### src/rtc_bcd_to_epoch_and_weekday_unit_macros.svh
// assertion macros shared by the rtc bcd to epoch unit
`ifndef RTC_BCD_TO_EPOCH_AND_WEEKDAY_UNIT_MACROS_SVH
`define RTC_BCD_TO_EPOCH_AND_WEEKDAY_UNIT_MACROS_SVH
`ifndef NO_ASSERTIONS
// condition implies consequence in the same cycle
`define RBE_ASSERT_IMPL(lbl, ante, cons) \
	lbl: assert property (@(posedge clk) disable iff (!arst_n) (ante) |-> (cons)) \
		else $error("rbe assertion failed");
// condition implies consequence in the following cycle
`define RBE_ASSERT_NEXT(lbl, ante, cons) \
	lbl: assert property (@(posedge clk) disable iff (!arst_n) (ante) |=> (cons)) \
		else $error("rbe assertion failed");
`else
`define RBE_ASSERT_IMPL(lbl, ante, cons)
`define RBE_ASSERT_NEXT(lbl, ante, cons)
`endif
`endif

### src/rbe_pkg.sv
// types, constants and table functions for the rtc bcd to epoch unit
package rbe_pkg;

	localparam int unsigned BIN_W      = 7;
	localparam int unsigned MON_W      = 4;
	localparam int unsigned DAYS_W     = 15;
	localparam int unsigned SECS_W     = 19;
	localparam int unsigned WSUM_W     = 8;
	localparam logic [6:0]  MIN_YEAR_RST = 7'd18;
	localparam logic [31:0] SECS_PER_DAY = 32'd86400;
	// 2000-01-01 minus one day, since the day count carries day rather than day - 1
	localparam logic [31:0] EPOCH_BASE   = 32'd946598400;

	typedef struct packed {
		logic [7:0] seconds_bcd;
		logic [7:0] minutes_bcd;
		logic [7:0] hours_bcd;
		logic [7:0] day_bcd;
		logic [7:0] month_bcd;
		logic [7:0] year_bcd;
	} in_t;

	typedef struct packed {
		logic [6:0]  seconds_bin;
		logic [6:0]  minutes_bin;
		logic [6:0]  hours_bin;
		logic [6:0]  day_bin;
		logic [6:0]  month_bin;
		logic [6:0]  year_bin;
		logic [2:0]  week_day;
		logic [31:0] epoch_seconds;
		logic        year_too_early;
	} out_t;

	typedef struct packed {
		logic [BIN_W-1:0] sec;
		logic [BIN_W-1:0] min;
		logic [BIN_W-1:0] hour;
		logic [BIN_W-1:0] day;
		logic [BIN_W-1:0] mon;
		logic [BIN_W-1:0] year;
		logic [MON_W-1:0] mon_cl;
		logic             too_early;
	} dec_t;

	typedef struct packed {
		logic [BIN_W-1:0]  sec;
		logic [BIN_W-1:0]  min;
		logic [BIN_W-1:0]  hour;
		logic [BIN_W-1:0]  day;
		logic [BIN_W-1:0]  mon;
		logic [BIN_W-1:0]  year;
		logic              too_early;
		logic [DAYS_W-1:0] days;
		logic [SECS_W-1:0] secs;
		logic [WSUM_W-1:0] wsum;
	} sum_t;

	function automatic logic [BIN_W-1:0] bcd_decode(input logic [7:0] b);
		return BIN_W'(b[3:0]) + BIN_W'(b[6:4]) * BIN_W'(10);
	endfunction

	// days before the first of the month, common year
	function automatic logic [8:0] days_before(input logic [MON_W-1:0] m);
		logic [8:0] d;
		unique case (m)
			4'd1:    d = 9'd0;
			4'd2:    d = 9'd31;
			4'd3:    d = 9'd59;
			4'd4:    d = 9'd90;
			4'd5:    d = 9'd120;
			4'd6:    d = 9'd151;
			4'd7:    d = 9'd181;
			4'd8:    d = 9'd212;
			4'd9:    d = 9'd243;
			4'd10:   d = 9'd273;
			4'd11:   d = 9'd304;
			4'd12:   d = 9'd334;
			default: d = 9'd0;
		endcase
		return d;
	endfunction

	// (31 * shifted month / 12 + 1) mod 7, year and century terms folded elsewhere
	function automatic logic [2:0] week_offset(input logic [MON_W-1:0] m);
		logic [2:0] w;
		unique case (m)
			4'd1:    w = 3'd1;
			4'd2:    w = 3'd4;
			4'd3:    w = 3'd3;
			4'd4:    w = 3'd6;
			4'd5:    w = 3'd1;
			4'd6:    w = 3'd4;
			4'd7:    w = 3'd6;
			4'd8:    w = 3'd2;
			4'd9:    w = 3'd5;
			4'd10:   w = 3'd0;
			4'd11:   w = 3'd3;
			4'd12:   w = 3'd5;
			default: w = 3'd0;
		endcase
		return w;
	endfunction

	// mod 7 by folding: 64 and 8 are both 1 mod 7
	function automatic logic [2:0] mod7(input logic [WSUM_W-1:0] x);
		logic [6:0] a;
		logic [3:0] b;
		logic [2:0] r;
		a = 7'(x[7:6]) + 7'(x[5:0]);
		b = 4'(a[6:3]) + 4'(a[2:0]);
		priority if (b >= 4'd14) r = 3'(b - 4'd14);
		else if (b >= 4'd7)      r = 3'(b - 4'd7);
		else                     r = b[2:0];
		return r;
	endfunction

endpackage

### src/rbe_decode.sv
// stage 1: bcd decode, month clamp and minimum year compare
module rbe_decode (
	input  logic             clk,
	input  logic             arst_n,
	input  logic             up_valid,
	input  rbe_pkg::in_t     up_data,
	input  logic [6:0]       min_year,
	input  logic             down_ready,
	output logic             ready,
	output logic             valid_s1,
	output rbe_pkg::dec_t    data_s1
);

	rbe_pkg::dec_t nxt;
	logic [rbe_pkg::BIN_W-1:0] mon;

	assign ready = !valid_s1 || down_ready;

	always_comb begin
		nxt.sec       = rbe_pkg::bcd_decode(up_data.seconds_bcd);
		nxt.min       = rbe_pkg::bcd_decode(up_data.minutes_bcd);
		nxt.hour      = rbe_pkg::bcd_decode(up_data.hours_bcd);
		nxt.day       = rbe_pkg::bcd_decode(up_data.day_bcd);
		mon           = rbe_pkg::bcd_decode(up_data.month_bcd);
		nxt.mon       = mon;
		nxt.year      = rbe_pkg::bcd_decode(up_data.year_bcd);
		priority if (mon == '0)       nxt.mon_cl = 4'd1;
		else if (mon > 7'd12)         nxt.mon_cl = 4'd12;
		else                          nxt.mon_cl = mon[3:0];
		nxt.too_early = nxt.year < min_year;
	end

	always_ff @(posedge clk or negedge arst_n) begin
		if (!arst_n) begin
			valid_s1 <= 1'b0;
		end else if (ready) begin
			valid_s1 <= up_valid;
		end
	end

	always_ff @(posedge clk) begin
		if (ready && up_valid) begin
			data_s1 <= nxt;
		end
	end

endmodule

### src/rbe_sum.sv
// stage 2: day count, second of day and weekday sum
module rbe_sum (
	input  logic             clk,
	input  logic             arst_n,
	input  logic             up_valid,
	input  rbe_pkg::dec_t    up_data,
	input  logic             down_ready,
	output logic             ready,
	output logic             valid_s2,
	output rbe_pkg::sum_t    data_s2
);

	rbe_pkg::sum_t nxt;
	logic [7:0] leaps;
	logic [6:0] y_off;
	logic       early_mon;
	logic       leap_adj;

	assign ready = !valid_s2 || down_ready;

	always_comb begin
		nxt.sec       = up_data.sec;
		nxt.min       = up_data.min;
		nxt.hour      = up_data.hour;
		nxt.day       = up_data.day;
		nxt.mon       = up_data.mon;
		nxt.year      = up_data.year;
		nxt.too_early = up_data.too_early;
		early_mon     = up_data.mon_cl <= 4'd2;
		// leap days in 2000 .. year-1, zero for year 2000 itself
		leaps         = (8'(up_data.year) + 8'd3) >> 2;
		leap_adj      = (up_data.year[1:0] == 2'b00) && !early_mon;
		nxt.days      = rbe_pkg::DAYS_W'(up_data.year) * rbe_pkg::DAYS_W'(365)
		              + rbe_pkg::DAYS_W'(leaps)
		              + rbe_pkg::DAYS_W'(rbe_pkg::days_before(up_data.mon_cl))
		              + rbe_pkg::DAYS_W'(up_data.day)
		              + rbe_pkg::DAYS_W'(leap_adj);
		nxt.secs      = rbe_pkg::SECS_W'(up_data.hour) * rbe_pkg::SECS_W'(3600)
		              + rbe_pkg::SECS_W'(up_data.min) * rbe_pkg::SECS_W'(60)
		              + rbe_pkg::SECS_W'(up_data.sec);
		// year offset by four so the jan/feb borrow stays positive
		y_off         = up_data.year + 7'd4 - 7'(early_mon);
		nxt.wsum      = rbe_pkg::WSUM_W'(up_data.day) + rbe_pkg::WSUM_W'(y_off)
		              + rbe_pkg::WSUM_W'(y_off[6:2])
		              + rbe_pkg::WSUM_W'(rbe_pkg::week_offset(up_data.mon_cl));
	end

	always_ff @(posedge clk or negedge arst_n) begin
		if (!arst_n) begin
			valid_s2 <= 1'b0;
		end else if (ready) begin
			valid_s2 <= up_valid;
		end
	end

	always_ff @(posedge clk) begin
		if (ready && up_valid) begin
			data_s2 <= nxt;
		end
	end

endmodule

### src/rbe_final.sv
// stage 3: epoch scaling, weekday reduction and output register
module rbe_final (
	input  logic             clk,
	input  logic             arst_n,
	input  logic             up_valid,
	input  rbe_pkg::sum_t    up_data,
	input  logic             down_ready,
	output logic             ready,
	output logic             valid_s3,
	output rbe_pkg::out_t    data_s3
);

	rbe_pkg::out_t nxt;

	assign ready = !valid_s3 || down_ready;

	always_comb begin
		nxt.seconds_bin    = up_data.sec;
		nxt.minutes_bin    = up_data.min;
		nxt.hours_bin      = up_data.hour;
		nxt.day_bin        = up_data.day;
		nxt.month_bin      = up_data.mon;
		nxt.year_bin       = up_data.year;
		nxt.year_too_early = up_data.too_early;
		nxt.week_day       = rbe_pkg::mod7(up_data.wsum);
		// wraps modulo 2^32
		nxt.epoch_seconds  = rbe_pkg::EPOCH_BASE
		                   + 32'(up_data.days) * rbe_pkg::SECS_PER_DAY
		                   + 32'(up_data.secs);
	end

	always_ff @(posedge clk or negedge arst_n) begin
		if (!arst_n) begin
			valid_s3 <= 1'b0;
		end else if (ready) begin
			valid_s3 <= up_valid;
		end
	end

	always_ff @(posedge clk) begin
		if (ready && up_valid) begin
			data_s3 <= nxt;
		end
	end

endmodule

### src/rtc_bcd_to_epoch_and_weekday_unit.sv
// top level of the rtc bcd snapshot to epoch seconds and weekday unit
//
//   channel | handshake            | payload
//   --------+----------------------+-------------------------------
//   in      | in_valid / in_stall  | in_data   (six bcd bytes)
//   out     | out_valid / out_stall| out_data  (binary, weekday, epoch)
//   cfg     | cfg_valid / cfg_ready| cfg_data  (min_valid_year)
//
// three register stages: decode, sums, epoch multiply and output register
// one item per cycle sustained while out_stall stays low
// each stage holds its item while the next one is full and cannot pass its own item on, bubbles are squeezed out
// reset empties the pipeline and sets min_valid_year to 18
// cfg_ready is always high
`include "rtc_bcd_to_epoch_and_weekday_unit_macros.svh"

module rtc_bcd_to_epoch_and_weekday_unit (
	input  logic          clk,
	input  logic          arst_n,
	input  logic          in_valid,
	output logic          in_stall,
	input  rbe_pkg::in_t  in_data,
	output logic          out_valid,
	input  logic          out_stall,
	output rbe_pkg::out_t out_data,
	input  logic          cfg_valid,
	output logic          cfg_ready,
	input  logic [6:0]    cfg_data
);

	logic          cfg_write;
	logic [6:0]    min_year_q;
	logic          ready_s1;
	logic          ready_s2;
	logic          ready_s3;
	logic          valid_s1;
	logic          valid_s2;
	rbe_pkg::dec_t data_s1;
	rbe_pkg::sum_t data_s2;

	assign cfg_ready = 1'b1;
	assign in_stall  = !ready_s1;
	assign cfg_write = cfg_valid && cfg_ready;

	always_ff @(posedge clk or negedge arst_n) begin
		if (!arst_n) begin
			min_year_q <= rbe_pkg::MIN_YEAR_RST;
		end else if (cfg_write) begin
			min_year_q <= cfg_data;
		end
	end

	rbe_decode u_decode (
		.clk        (clk),
		.arst_n     (arst_n),
		.up_valid   (in_valid),
		.up_data    (in_data),
		.min_year   (min_year_q),
		.down_ready (ready_s2),
		.ready      (ready_s1),
		.valid_s1   (valid_s1),
		.data_s1    (data_s1)
	);

	rbe_sum u_sum (
		.clk        (clk),
		.arst_n     (arst_n),
		.up_valid   (valid_s1),
		.up_data    (data_s1),
		.down_ready (ready_s3),
		.ready      (ready_s2),
		.valid_s2   (valid_s2),
		.data_s2    (data_s2)
	);

	rbe_final u_final (
		.clk        (clk),
		.arst_n     (arst_n),
		.up_valid   (valid_s2),
		.up_data    (data_s2),
		.down_ready (!out_stall),
		.ready      (ready_s3),
		.valid_s3   (out_valid),
		.data_s3    (out_data)
	);

	// weekday reduction never leaves 0..6
	`RBE_ASSERT_IMPL(a_weekday_range, out_valid, out_data.week_day != 3'd7)
	// input is held off only when the first stage is occupied
	`RBE_ASSERT_IMPL(a_stall_full, in_stall, valid_s1)
	// a blocked first stage keeps its item
	`RBE_ASSERT_NEXT(a_s1_hold, valid_s1 && !ready_s2, valid_s1 && $stable(data_s1))
	// register write lands
	`RBE_ASSERT_NEXT(a_cfg_write, cfg_write, min_year_q == $past(cfg_data))

endmodule

### config.mk
export PLATFORM = sky130hd
export DESIGN_NAME = rtc_bcd_to_epoch_and_weekday_unit
export DESIGN_NICKNAME = d
export VERILOG_FILES = /design/src/rbe_pkg.sv /design/src/rbe_decode.sv /design/src/rbe_sum.sv /design/src/rbe_final.sv /design/src/rtc_bcd_to_epoch_and_weekday_unit.sv
export VERILOG_INCLUDE_DIRS = /design/src /design/src/src
export SDC_FILE = /design/constraint.sdc
export NUM_CORES = 1
export LEC_CHECK = 0
export BUFFER_PORTS_ARGS = -buffer_cell sky130_fd_sc_hd__buf_2
export CAP_MARGIN = 20
export CORE_MARGIN = 10
export CORE_UTILIZATION = 45
export CTS_CLUSTER_SIZE = 10
export DETAILED_ROUTE_END_ITERATION = 8
export PLACE_DENSITY = 0.76
export SYNTH_ARGS = -nofsm -noshare
export SYNTH_HDL_FRONTEND = slang
export SYNTH_SLANG_ARGS = --single-unit
export TNS_END_PERCENT = 30
### constraint.sdc
create_clock -name clk -period 6.41 [get_ports clk]
set_input_delay 0.3205 -clock clk [delete_from_list [all_inputs] [get_ports clk]]
set_output_delay 0.3205 -clock clk [all_outputs]
set_load 0.05 [all_outputs]
**After elaboration in Yosys (flattened, before gate mapping)**

Memories as Yosys holds them, arrays and structs flattened.
Index checks and enable logic that the tools add are counted.

- Bits in registers: 220
- Latch bits: 0
- Memory bits (writable): 0
- Memory bits (read-only): 192
- Input port bits: 60
- Output and inout bits: 81
- Logic and storage cells: 92
- Memories: 2

- $add $sub $neg: 24
- Multiply operators: 10
- Divide/modulo/power cells: 0
- Magnitude comparators: 5
- Equal/unequal tests: 0
- Shifts and indexed selects: 0
- Mux-type cells: 3
- Bitwise logic cells: 0
- Reductions and logical operators: 16

Memory list:

| name | depth | bits a word | read ports | clocked after Yosys merged registers in | write ports | line | text |
|---|---|---|---|---|---|---|---|
| (name not given) | 16 | 9 | 1 | 0 | 0 | rbe_pkg.sv:66 | `unique case (m)` |
| (name not given) | 16 | 3 | 1 | 0 | 0 | rbe_pkg.sv:87 | `unique case (m)` |

Operators by type and width:

| operator | number |
|---|---|
| adder 4 x 7 -> 7 bit | 6 |
| multiplier 3 x 3 -> 6 bit (second input constant) | 6 |
| adder 30 x 32 -> 32 bit (first input constant) | 1 |
| adder 32 x 19 -> 32 bit | 1 |
| multiplier 15 x 10 -> 25 bit (second input constant) | 1 |
| adder 19 x 13 -> 19 bit | 1 |
| adder 19 x 7 -> 19 bit | 1 |
| adder 15 x 1 -> 15 bit | 1 |
| adder 15 x 6 -> 15 bit | 1 |
| adder 15 x 7 -> 15 bit | 1 |
| adder 15 x 9 -> 15 bit | 1 |
| multiplier 7 x 8 -> 15 bit (second input constant) | 1 |
| multiplier 7 x 9 -> 15 bit (second input constant) | 1 |
| multiplier 7 x 4 -> 11 bit (second input constant) | 1 |
| adder 7 x 2 -> 8 bit (second input constant) | 1 |
| adder 7 x 7 -> 8 bit | 1 |
| adder 8 x 3 -> 8 bit | 1 |
| adder 8 x 5 -> 8 bit | 1 |
| adder 2 x 6 -> 7 bit | 1 |
| adder 7 x 3 -> 7 bit (second input constant) | 1 |
| greater-than comparator 7 x 4 -> 1 bit (second input constant) | 1 |
| logical NOT 7 bit | 1 |
| < comparator 7 bit | 1 |
| subtractor 7 x 1 -> 7 bit | 1 |
| other kinds (12) | 24 |

**Logic depth before layout (Yosys ltp)**

Gate-level depths: netlist of run 1.

- Depth after elaboration: 5
- Gate-level depth with buffers: 28
- Mapped depth without buffers: 27

**Modules after synthesis**

A second synthesis of run 1 with hierarchy kept.

- Cells, all modules: 1503
- Area total of the unflattened synthesis: 17491.8 µm²

By module, submodules not included:

| module | times used | cells each | area an instance (µm²) | seq. area each (µm²) |
|---|---|---|---|---|
| rbe_sum | 1 | 670 | 7738.7 | 2517.4 |
| rbe_final | 1 | 606 | 6676.4 | 2367.3 |
| rbe_decode | 1 | 208 | 2763.9 | 1436.4 |
| rtc_bcd_to_epoch_and_weekday_unit | 1 | 19 | 312.8 | 177.7 |

**Worst setup path after synthesis of run 1**

Ideal clock, no wire load.

- Kind: flip-flop to flip-flop
- Start point: reg u_final.valid_s3
- End point: reg u_final.data_s3[0] (netlist name) (enable)
- Setup time: 625 ps
- Data arrival time: 6136 ps
- Setup slack: -352 ps
- Cell stages (with the launch flop): 2
- Path buffers: 0
- Cell sequence: dfrtp_1 -> a21boi_0

- Cells in the longest elaborated chain, start to end: 3

RTL lines:

| element | line | text |
|---|---|---|
| start: declaration | rbe_final.sv:9 | `output logic valid_s3,` |
| start signal: assignment | rbe_final.sv:36 | `valid_s3 <= up_valid;` |
| logical NOT 1 bit | rbe_final.sv:15 | `assign ready = !valid_s3 \|\| down_ready;` |
| logical OR 1 bit | rbe_final.sv:15 |  |
| logical AND 1 bit | rbe_final.sv:41 | `if (ready && up_valid) begin` |
| end signal: assignment | rbe_final.sv:42 | `data_s3 <= nxt;` |
| end: declaration | rbe_final.sv:10 | `output rbe_pkg::out_t data_s3` |

No other way between the ends.
A chain may end at the register's enable or synchronous reset.

==> out/metrics.yaml, run 1 <==
final_layout:
  layout.filler_cells: 3162
  syn_to_final_growth_pct: 14.1
  finish.instance_area_um2: 19500
  post_route_utilization_pct: 52.0
  final_cell_count_no_fill: 2185
  drive_above_1_share_pct: 13.1
  multiInputGateArea_um2: 9660
  mostFrequentLayoutCell: "sky130_fd_sc_hd__ha_1"
  mostFrequentLayoutCells: "sky130_fd_sc_hd__ha_1, sky130_fd_sc_hd__inv_1, sky130_fd_sc_hd__edfxtp_1"
  insertedDiodeCount: 0
  finish.net_count: 2127
  ff_latch_area_um2: 6440
drt:
  dr_wl_met2_mm: 15.9
  route.detailed.vias_per_inst: 4.93
  drc: 0
  number_of_drc_violations_after_detailed_routing_iteration_0: 366
  num_vias: 10800
  first_pass_iters: 5
  metal_1_wl_mm: 14.1
  routed_wire_length_per_instance_um: 14.8
  routed_wirelength_mm: 32.4
  postRouteAntennaNets: 0
  top_layer: "met4"
  route.met3.wl_mm: 1.78
synthesis:
  net_count_after_synthesis: 1946
  synthCells: 1475
  synth_edf_count: 206
  synth-seq-area-share_pct: 37.6
  yosys_register_bits: 216
  dominantRegCellSynth: "sky130_fd_sc_hd__edfxtp_1"
  asyncSetResetFlopFracSynth_pct: 4.63
  synthesis.area_um2: 17100
  syn_avg_cell_area_um2: 11.6
  synth-warning-count: 0
  yosys.cell_types.count: 66
critical_path:
  timing.critical_path.from_type: "register"
  critPathTopFamily: "adder cells"
  library_cell_appearing_most_often_on_the_critical_path: "sky130_fd_sc_hd__ha_1"
  path_class: "reg2reg"
  path_max_fanout: 7
  timing.critical_path.slowest_stage_cell: "sky130_fd_sc_hd__edfxtp_1"
  crit_path_end_kind: "register"
  worst_ep_required_time_ps: 6690
  path_buf_inv: 3
  cp_data_arrival_time_ps: 6400
  max_stage_delay_ps: 500
cts:
  cell_at_the_root_of_the_clock_tree: "sky130_fd_sc_hd__clkbuf_16"
  cts-buffers-inserted: 28
  cts_tree: "yes"
  clkTransAtPathRegs_ps: 60
  cts_sinks: 216
  cts_max_path_buffers: 3
  insertion_delay_ps: 550
  clock_tree.htree_level_count: 1
die:
  core_region_area_um2: 37600
  die_height_um: 215
  core.rowCount: 71
  start_util_pct: 45.6
  die_width_um: 215
  io-pin-count: 141
  dieArea_um2: 46300
timing:
  min_period_over_period_pct: 95.5
  finalSetupViolCount: 0
  slew_headroom_pct: 42.2
  tightestPinTransition_ps: 867
  slew_viol_final: 0
  layout_min_cycle_time_ps: 6120
  fin_skew_ps: 11.2
  setup_repair_after_global_routing_missed_its_margin: "true"
  totalNegativeSetupSlack_ps: 0
  hold_violations: 0
  achievable-frequency_mhz: 163
place:
  post_place_instance_area_um2: 18500
  gp_congestion: 0.863
  numPlacedInstances: 2120
  post-dp-hpwl_mm: 25.7
  io_buffer_count: 133
global_routing:
  largest_net_degree_at_the_start_of_global_routing: 65
  grt_overflow: 0
  grt_pass1_wl_mm: 55.0
  global_route.usage.total_pct: 14.1
  number_of_global_route_vias_before_repair: 11400
  grt_antenna_before_repair: 0
run_status:
  status: "completed"
run:
  max-cap-violations: 0
worst_hold_path:
  worstHoldPathType: "in2reg"
==> per-stage QoR <==
stage	worst slack [ps]	hold slack (ps)
after floorplan	425	24.9
after global placement	332	184
after detailed placement	213	187
after CTS	154	37.5
after global routing	-20.6	51.9
final	291	70.1
==> synth_stat cells (4+ instances only) <==
cell | number | area [um^2]
sky130_fd_sc_hd__o21a_1 | 8 | 60.1
sky130_fd_sc_hd__xor2_1 | 45 | 394
sky130_fd_sc_hd__a21oi_1 | 71 | 355
sky130_fd_sc_hd__fa_1 | 99 | 1980
sky130_fd_sc_hd__dfrtp_1 | 8 | 200
sky130_fd_sc_hd__a31oi_1 | 10 | 62.6
sky130_fd_sc_hd__clkbuf_1 | 4 | 15.0
sky130_fd_sc_hd__a211oi_1 | 9 | 67.6
sky130_fd_sc_hd__nor2_1 | 48 | 180
sky130_fd_sc_hd__a21o_1 | 35 | 263
sky130_fd_sc_hd__nand2b_1 | 12 | 75.1
sky130_fd_sc_hd__nand2_1 | 55 | 206
sky130_fd_sc_hd__edfxtp_1 | 206 | 6190
sky130_fd_sc_hd__xnor2_1 | 85 | 744
sky130_fd_sc_hd__o21bai_1 | 13 | 97.6
sky130_fd_sc_hd__inv_1 | 276 | 1040
sky130_fd_sc_hd__nand3_1 | 16 | 80.1
sky130_fd_sc_hd__nor3_1 | 8 | 40.0
sky130_fd_sc_hd__ha_1 | 312 | 3900
sky130_fd_sc_hd__nor2b_1 | 18 | 113
sky130_fd_sc_hd__and3_1 | 7 | 43.8
sky130_fd_sc_hd__mux2i_1 | 7 | 70.1
sky130_fd_sc_hd__o21ai_0 | 49 | 245
sky130_fd_sc_hd__or2_2 | 5 | 31.3
sky130_fd_sc_hd__and2_1 | 7 | 43.8
sky130_fd_sc_hd__nand4_1 | 4 | 25.0
==> cells by family (layout without fill, tap and decap cells) <==
group / after synthesis / in the layout / share of synthesized area, %
simple gates: 194 / 194 / 5.54
fa+ha+maj: 411 / 411 / 34.4
xor+xnor: 132 / 132 / 6.84
mux: 9 / 9 / 0.606
other cells: 1 / 1 / 0.0219
buf+inv: 285 / 484 / 6.36
compound gates: 227 / 227 / 8.67
flops: 216 / 216 / 37.6
==> sequential cells by signal (all words and copies together) (netlist names) <==
name,flops
u_decode.valid_s1,1
u_sum.data_s2,83
u_decode.data_s1,47
u_final.data_s3,76
u_sum.valid_s2,1
u_final.valid_s3,1
min_year_q,7
==> final timing paths <==
path	from	to	slack (ps)	cells past startpoint
max in group asynchronous	arst_n	min_year_q[1]	5980	2
worst max register to register	u_sum.data_s2[31]	u_final.data_s3[32]	290	25
min in group asynchronous	arst_n	min_year_q[6]	180	2
worst min-delay path	in_data[33]	u_decode.data_s1[34]	70	2
worst max-delay path	u_sum.data_s2[31]	u_final.data_s3[32]	290	25
worst min register to register	u_sum.data_s2[51]	u_final.data_s3[44]	420	0
==> repair_timing <==
item                                   in CTS  in global routing
setup endpoints to repair                   0                  2
hold buffers                               15                  0
setup buffers                               0                  1
endpoints found under the hold margin      24                  0
resized for setup                           0                 12
==> worst reg2reg max path, delay by kind of cell, from the launching register on <==
family / cells / cell delay, ps
fa+ha+maj: 7 / 2650
compound gates: 7 / 1420
simple gates: 5 / 770
flops: 1 / 500
xor+xnor: 3 / 370
buf+inv: 3 / 160
==> metal layers <==
layer	vias up	GRT usage, %
met5	-	0
li1	5402	-
met3	37	3.29
met1	5155	17.4
met4	0	3.36
met2	178	24.4
==> area by class of cell <==
type                    instances  share of cell area [%]
inverters                     276                    5.30
repair buffers                160                    4.70
flip-flops and latches        216                    32.9
multi-input cells             974                    49.4
clock buffers                  40                    4.03
well taps                     511                    3.27
clock inverters                 8                   0.339
Power of run 1 is not shown: default switching activity piles up to over one toggle a cycle in this logic, so the estimate is an artifact.
==> run 2: changes to the inputs <==
--- a/config.mk
+++ b/config.mk
@@ -15,5 +15,6 @@
 export PLACE_DENSITY = 0.76
 export SYNTH_ARGS = -nofsm -noshare
 export SYNTH_HDL_FRONTEND = slang
+export SYNTH_HIERARCHICAL = 1
 export SYNTH_SLANG_ARGS = --single-unit
 export TNS_END_PERCENT = 30
==> out/metrics.yaml, run 2 <==
run_status:
  status: "completed"
global_routing:
  number_of_global_route_vias_before_repair: 11400
  largest_net_degree_at_the_start_of_global_routing: 61
  grt_pass1_wl_mm: 55.8
  grt_antenna_before_repair: 0
  grt_overflow: 0
  global_route.usage.total_pct: 14.1
synthesis:
  synth_edf_count: 208
  yosys.cell_types.count: 84
  dominantRegCellSynth: "sky130_fd_sc_hd__edfxtp_1"
  net_count_after_synthesis: 1971
  asyncSetResetFlopFracSynth_pct: 4.59
  syn_avg_cell_area_um2: 11.6
  synth-warning-count: 6
  post_synth_main_area_contributors: "sky130_fd_sc_hd__edfxtp_1, sky130_fd_sc_hd__ha_1, sky130_fd_sc_hd__fa_1, sky130_fd_sc_hd__inv_1, sky130_fd_sc_hd__xnor2_1"
  yosys_register_bits: 218
  synthCells: 1503
  synth_largest_area_cell: "sky130_fd_sc_hd__edfxtp_1"
  synth_top_cell_area_share_pct: 35.7
  synth-seq-area-share_pct: 37.2
  synth.most_common_cell: "sky130_fd_sc_hd__ha_1"
  post_synth_most_frequent_cells: "sky130_fd_sc_hd__ha_1, sky130_fd_sc_hd__inv_1, sky130_fd_sc_hd__edfxtp_1, sky130_fd_sc_hd__fa_1, sky130_fd_sc_hd__xnor2_1"
  synthesis.area_um2: 17500
die:
  dieArea_um2: 47200
  start_util_pct: 45.4
  die_width_um: 217
  die_height_um: 217
  core_region_area_um2: 38600
  core.rowCount: 72
  io-pin-count: 141
place:
  post-dp-hpwl_mm: 26.0
  io_buffer_count: 133
  gp_congestion: 0.844
cts:
  cell_at_the_root_of_the_clock_tree: "sky130_fd_sc_hd__clkbuf_16"
  clock_tree.htree_level_count: 1
  insertion_delay_ps: 540
  postCtsSetupRepairBufs: 0
  cts_sinks: 218
  clkTransAtPathRegs_ps: 60
  cts_tree: "yes"
  cts_max_path_buffers: 3
  cts-buffers-inserted: 27
timing:
  hold_violations: 0
  totalNegativeSetupSlack_ps: 0
  min_period_over_period_pct: 94.8
  setup_repair_after_global_routing_missed_its_margin: "false"
  tightestPinTransition_ps: 867
  slew_headroom_pct: 42.2
  achievable-frequency_mhz: 165
  fin_skew_ps: 12.2
  slew_viol_final: 0
  finalSetupViolCount: 0
  layout_min_cycle_time_ps: 6080
critical_path:
  cp_data_arrival_time_ps: 6370
  worst_ep_required_time_ps: 6710
  path_class: "reg2reg"
  setup.reg_to_reg.worst_slack_ps: 330
  timing.critical_path.from_type: "register"
  crit_path_end_kind: "register"
  path_max_fanout: 6
  critical_path.reg2reg.endpoint: "u_final/data_s3[32]"
  r2r-start: "u_sum/data_s2[31]"
  reg2regPathDepth: 21
final_layout:
  reg_top3: "u_sum/data_s2: 83 flops, u_final/data_s3: 78 flops, u_decode/data_s1: 47 flops"
  mostFrequentLayoutCells: "sky130_fd_sc_hd__ha_1, sky130_fd_sc_hd__inv_1, sky130_fd_sc_hd__edfxtp_1"
  insertedDiodeCount: 0
  layout.filler_cells: 3367
  mostFrequentLayoutCell: "sky130_fd_sc_hd__ha_1"
  drive_above_1_share_pct: 13.6
  flip_flop_count_of_the_largest_register_after_layout: 83
  regMostFlops: "u_sum/data_s2"
  syn_to_final_growth_pct: 12.7
  finish.net_count: 2143
drt:
  drc: 0
  route.detailed.vias_per_inst: 4.97
  routed_wire_length_per_instance_um: 15.0
  routed_wirelength_mm: 33.1
  first_pass_iters: 4
  postRouteAntennaNets: 0
  num_vias: 11000
  number_of_drc_violations_after_detailed_routing_iteration_0: 352
worst_hold_path:
  hold_path.startpoint: "in_data[17]"
  whs_path_depth: 2
  worstHoldPathType: "in2reg"
  whs_endpoint: "u_decode/data_s1[20]"
run:
  max-cap-violations: 0
## run 2: cell count changes after synthesis, moves of 5 or more
cell / change
sky130_fd_sc_hd__o21ai_0: -12
sky130_fd_sc_hd__nor2b_1: -9
sky130_fd_sc_hd__nand2b_1: +5
sky130_fd_sc_hd__mux2_4: +7
sky130_fd_sc_hd__xor2_1: -11
sky130_fd_sc_hd__xnor2_1: +7
sky130_fd_sc_hd__nand2_1: -15
sky130_fd_sc_hd__inv_1: +8
sky130_fd_sc_hd__nor2_1: +11
sky130_fd_sc_hd__o21ai_1: +9
## run 2: layer usage
metal | track usage (%) | up-vias | share of wire, %
met5 | 0 | - | 0
met4 | 3.08 | 0 | 1.4
met3 | 3.16 | 36 | 5.3
met2 | 24.0 | 182 | 48
met1 | 18.1 | 5230 | 45
li1 | - | 5516 | -
## run 2: kinds of logic (layout without fill, tap and decap cells)
group                      after synthesis  in the layout  share of synthesized area, %
AOI/OAI and AO/OA                      253            253                          9.96
muxes                                   14             14                          1.08
and+or+nand+nor                        187            187                          5.38
other                                    1              1                        0.0214
buffers and inverters                  296            482                          6.66
xor gates and xnor gates               126            126                          6.31
adders and majority gates              408            408                          33.4
DFF                                    218            218                          37.2
## run 2: through the flow
stage | worst slack (ps) | area (um^2) | hold WS, ps | utilization [%] | instances
final | 334 | 19700 | 77.9 | 51.1 | 2207
after CTS | 137 | 19700 | 50.9 | 51.1 | 2207
after global placement | 288 | 18800 | 193 | 48.7 | 2149
after floorplan | 602 | 17500 | 24.9 | - | 1503
after detailed placement | 152 | 18800 | 199 | 48.7 | 2149
after global routing | 11.4 | 19700 | 58.2 | 51.1 | 2207
## run 2: critical path, cell delays in order, from the launching register on
cell and delay (ps):
sky130_fd_sc_hd__edfxtp_1 490, sky130_fd_sc_hd__ha_1 350, sky130_fd_sc_hd__xor2_1 170, sky130_fd_sc_hd__ha_1 300, sky130_fd_sc_hd__fa_1 460, sky130_fd_sc_hd__ha_1 300, sky130_fd_sc_hd__inv_1 60, sky130_fd_sc_hd__fa_1 510
sky130_fd_sc_hd__inv_1 50, sky130_fd_sc_hd__ha_1 390, sky130_fd_sc_hd__nand3_2 140, sky130_fd_sc_hd__or4b_4 580, sky130_fd_sc_hd__nand2_1 140, sky130_fd_sc_hd__xor2_1 90, sky130_fd_sc_hd__ha_1 360, sky130_fd_sc_hd__nand2_1 80
sky130_fd_sc_hd__o41ai_2 450, sky130_fd_sc_hd__a21boi_2 130, sky130_fd_sc_hd__nand4bb_1 310, sky130_fd_sc_hd__nor2_1 220, sky130_fd_sc_hd__o221ai_2 130, sky130_fd_sc_hd__xnor2_1 130
## run 2: worst max path at each step
stage | from | to | slack [ps] | cells past startpoint
floorplan | u_sum/data_s2[28] | u_final/data_s3[31] | 600 | 24
global placement | u_sum/data_s2[28] | u_final/data_s3[31] | 290 | 24
detailed placement | u_sum/data_s2[28] | u_final/data_s3[31] | 150 | 24
CTS | u_sum/data_s2[28] | u_final/data_s3[31] | 140 | 24
global route | u_sum/data_s2[27] | u_final/data_s3[31] | 10 | 23
finish | u_sum/data_s2[31] | u_final/data_s3[32] | 330 | 21
## run 2: final cells by class
type                            instances  area, um^2  share of cell area, %
Timing Repair Buffer                  155         868                   4.41
Clock buffer                           35         706                   3.58
Sequential cell                       218        6500                   33.0
Inverter                              284        1070                   5.41
Multi-Input combinational cell        989        9850                   50.0
Clock inverter                          8        67.6                  0.343
Tap cell                              518         648                   3.29
## run 2: timing repair
action	4_1_cts	5_1_grt
hold buffers	15	0
endpoints found under the hold margin	24	0
setup endpoints to repair	0	4
gates resized for setup	0	3
Power of run 2 is left out for the same reason.
==> run 3: changes to the inputs <==
--- a/config.mk
+++ b/config.mk
@@ -8,6 +8,7 @@
 export LEC_CHECK = 0
 export BUFFER_PORTS_ARGS = -buffer_cell sky130_fd_sc_hd__buf_2
 export CAP_MARGIN = 20
+export CORE_ASPECT_RATIO = 0.8
 export CORE_MARGIN = 10
 export CORE_UTILIZATION = 45
 export CTS_CLUSTER_SIZE = 10
==> out/metrics.yaml, run 3 (synthesis results as in run 2) <==
run_status:
  status: "completed"
timing:
  layout_min_cycle_time_ps: 6030
  tightestPinTransition_ps: 820
  fin_skew_ps: 55.5
  slew_headroom_pct: 45.3
  final.hold.worst_slack_ps: 41.5
  slew_viol_final: 0
  hold_violations: 0
  setup_repair_after_global_routing_missed_its_margin: "false"
  achievable-frequency_mhz: 166
  finalSetupViolCount: 0
  totalNegativeSetupSlack_ps: 0
  min_period_over_period_pct: 94.1
die:
  core_region_area_um2: 38300
  io-pin-count: 141
  die_height_um: 196
  core.rowCount: 64
  die_width_um: 240
  start_util_pct: 45.7
  dieArea_um2: 47200
final_layout:
  drive_above_1_share_pct: 13.6
  reg_top3: "u_sum/data_s2: 83 flops, u_final/data_s3: 78 flops, u_decode/data_s1: 47 flops"
  flip_flop_count_of_the_largest_register_after_layout: 83
  syn_to_final_growth_pct: 13.0
  finish.net_count: 2144
  mostFrequentLayoutCells: "sky130_fd_sc_hd__ha_1, sky130_fd_sc_hd__inv_1, sky130_fd_sc_hd__edfxtp_1"
  mostFrequentLayoutCell: "sky130_fd_sc_hd__ha_1"
  regMostFlops: "u_sum/data_s2"
  post_route_utilization_pct: 51.7
cts:
  clock_tree.htree_level_count: 1
  cell_at_the_root_of_the_clock_tree: "sky130_fd_sc_hd__clkbuf_16"
  cts_sinks: 218
  cts_tree: "yes"
  insertion_delay_ps: 580
  cts_max_path_buffers: 3
  clkTransAtPathRegs_ps: 50
  cts-buffers-inserted: 28
global_routing:
  grt_util_met2_pct: 23.5
  grt_overflow: 0
  grt_pass1_wl_mm: 56.8
  most_used_layer_global_route: "met2"
  grtUsageMet3_pct: 3.29
  number_of_global_route_vias_before_repair: 11400
  globalRouteMet1Util_pct: 19.7
  largest_net_degree_at_the_start_of_global_routing: 61
  grt_antenna_before_repair: 0
  global_route.usage.total_pct: 14.6
drt:
  first_pass_iters: 5
  drc: 0
  postRouteAntennaNets: 0
  routed_wire_length_per_instance_um: 15.6
  route.detailed.vias_per_inst: 5.03
  num_vias: 11000
  routed_wirelength_mm: 34.2
  number_of_drc_violations_after_detailed_routing_iteration_0: 546
critical_path:
  path_max_fanout: 12
  crit_path_end_kind: "register"
  max_stage_delay_ps: 550
  timing.critical_path.slowest_stage_cell: "sky130_fd_sc_hd__fa_1"
  timing.critical_path.from_type: "register"
  path_class: "reg2reg"
  path_cells: "ha_1, fa_1, fa_1, ha_1, inv_1, fa_1, inv_1, ha_1, a21oi_1, o21bai_1, a211o_2, o22a_4, mux2i_1, a2111oi_4, inv_1, ha_1, inv_1, nor2_1, a221oi_1, xnor2_1"
  worst_ep_required_time_ps: 6680
  cp_data_arrival_time_ps: 6300
run:
  max-cap-violations: 0
place:
  gp_congestion: 0.869
  io_buffer_count: 133
  post-dp-hpwl_mm: 26.8
worst_hold_path:
  worstHoldPathType: "in2reg"
-- run 3: per-stage QoR --
step                instances  area, um^2  setup WS, ps
finish                   2194       19800           378
global route             2193       19800          3.09
CTS                      2192       19700          84.2
detailed placement       2125       18700           185
global placement         2125       18700           311
floorplan                1503       17500           602
-- run 3: layout make-up --
class | instances | area (um^2)
Clock buffer | 42 | 753
Fill cell | 3285 | 18500
Inverter | 284 | 1070
Antenna cell | 1 | 2.50
Sequential cell | 218 | 6500
Multi-Input combinational cell | 989 | 9870
Clock inverter | 10 | 100
Timing Repair Buffer | 155 | 868
Tap cell | 495 | 619
-- run 3: worst paths after layout --
path	slack [ps]	cells after the start	endpoint	from
setup / recovery	380	20	u_final/data_s3[31]	u_sum/data_s2[34]
hold / removal	40	2	u_decode/data_s1[41]	in_data[41]
setup reg to reg	380	20	u_final/data_s3[31]	u_sum/data_s2[34]
hold reg to reg	410	0	u_final/data_s3[40]	u_sum/data_s2[47]
max in group asynchronous	5980	2	min_year_q[4]	arst_n
min in group asynchronous	160	2	u_final/valid_s3	arst_n
-- run 3: critical path: cells and delay by family (launching register included) --
family                   cells  cell delay (ps)
XOR/XNOR                     1              110
multiplexers                 1              150
AO/OA/AOI/OAI                6             1830
AND/OR/NAND/NOR              1               50
buffers and inverters        4              260
adder cells (fa/ha/maj)      7             2860
flip-flops                   1              480
-- run 3: timing repair --
item                                    CTS  global route
buffers inserted                          0             1
resized for setup                         0             6
endpoints found under the setup margin    0             4
hold buffers                             15             0
endpoints found under the hold margin    24             0
-- run 3: layer usage --
| layer | part of all wire (%) | vias to the layer above | wire, um |
|---|---|---|---|
| met5 | 0 | - | 0 |
| met4 | 1.6 | 0 | 562 |
| met3 | 6.1 | 38 | 2070 |
| met2 | 45 | 221 | 15500 |
| met1 | 47 | 5241 | 16000 |
| li1 | - | 5534 | - |
Power of run 3 is left out for the same reason.
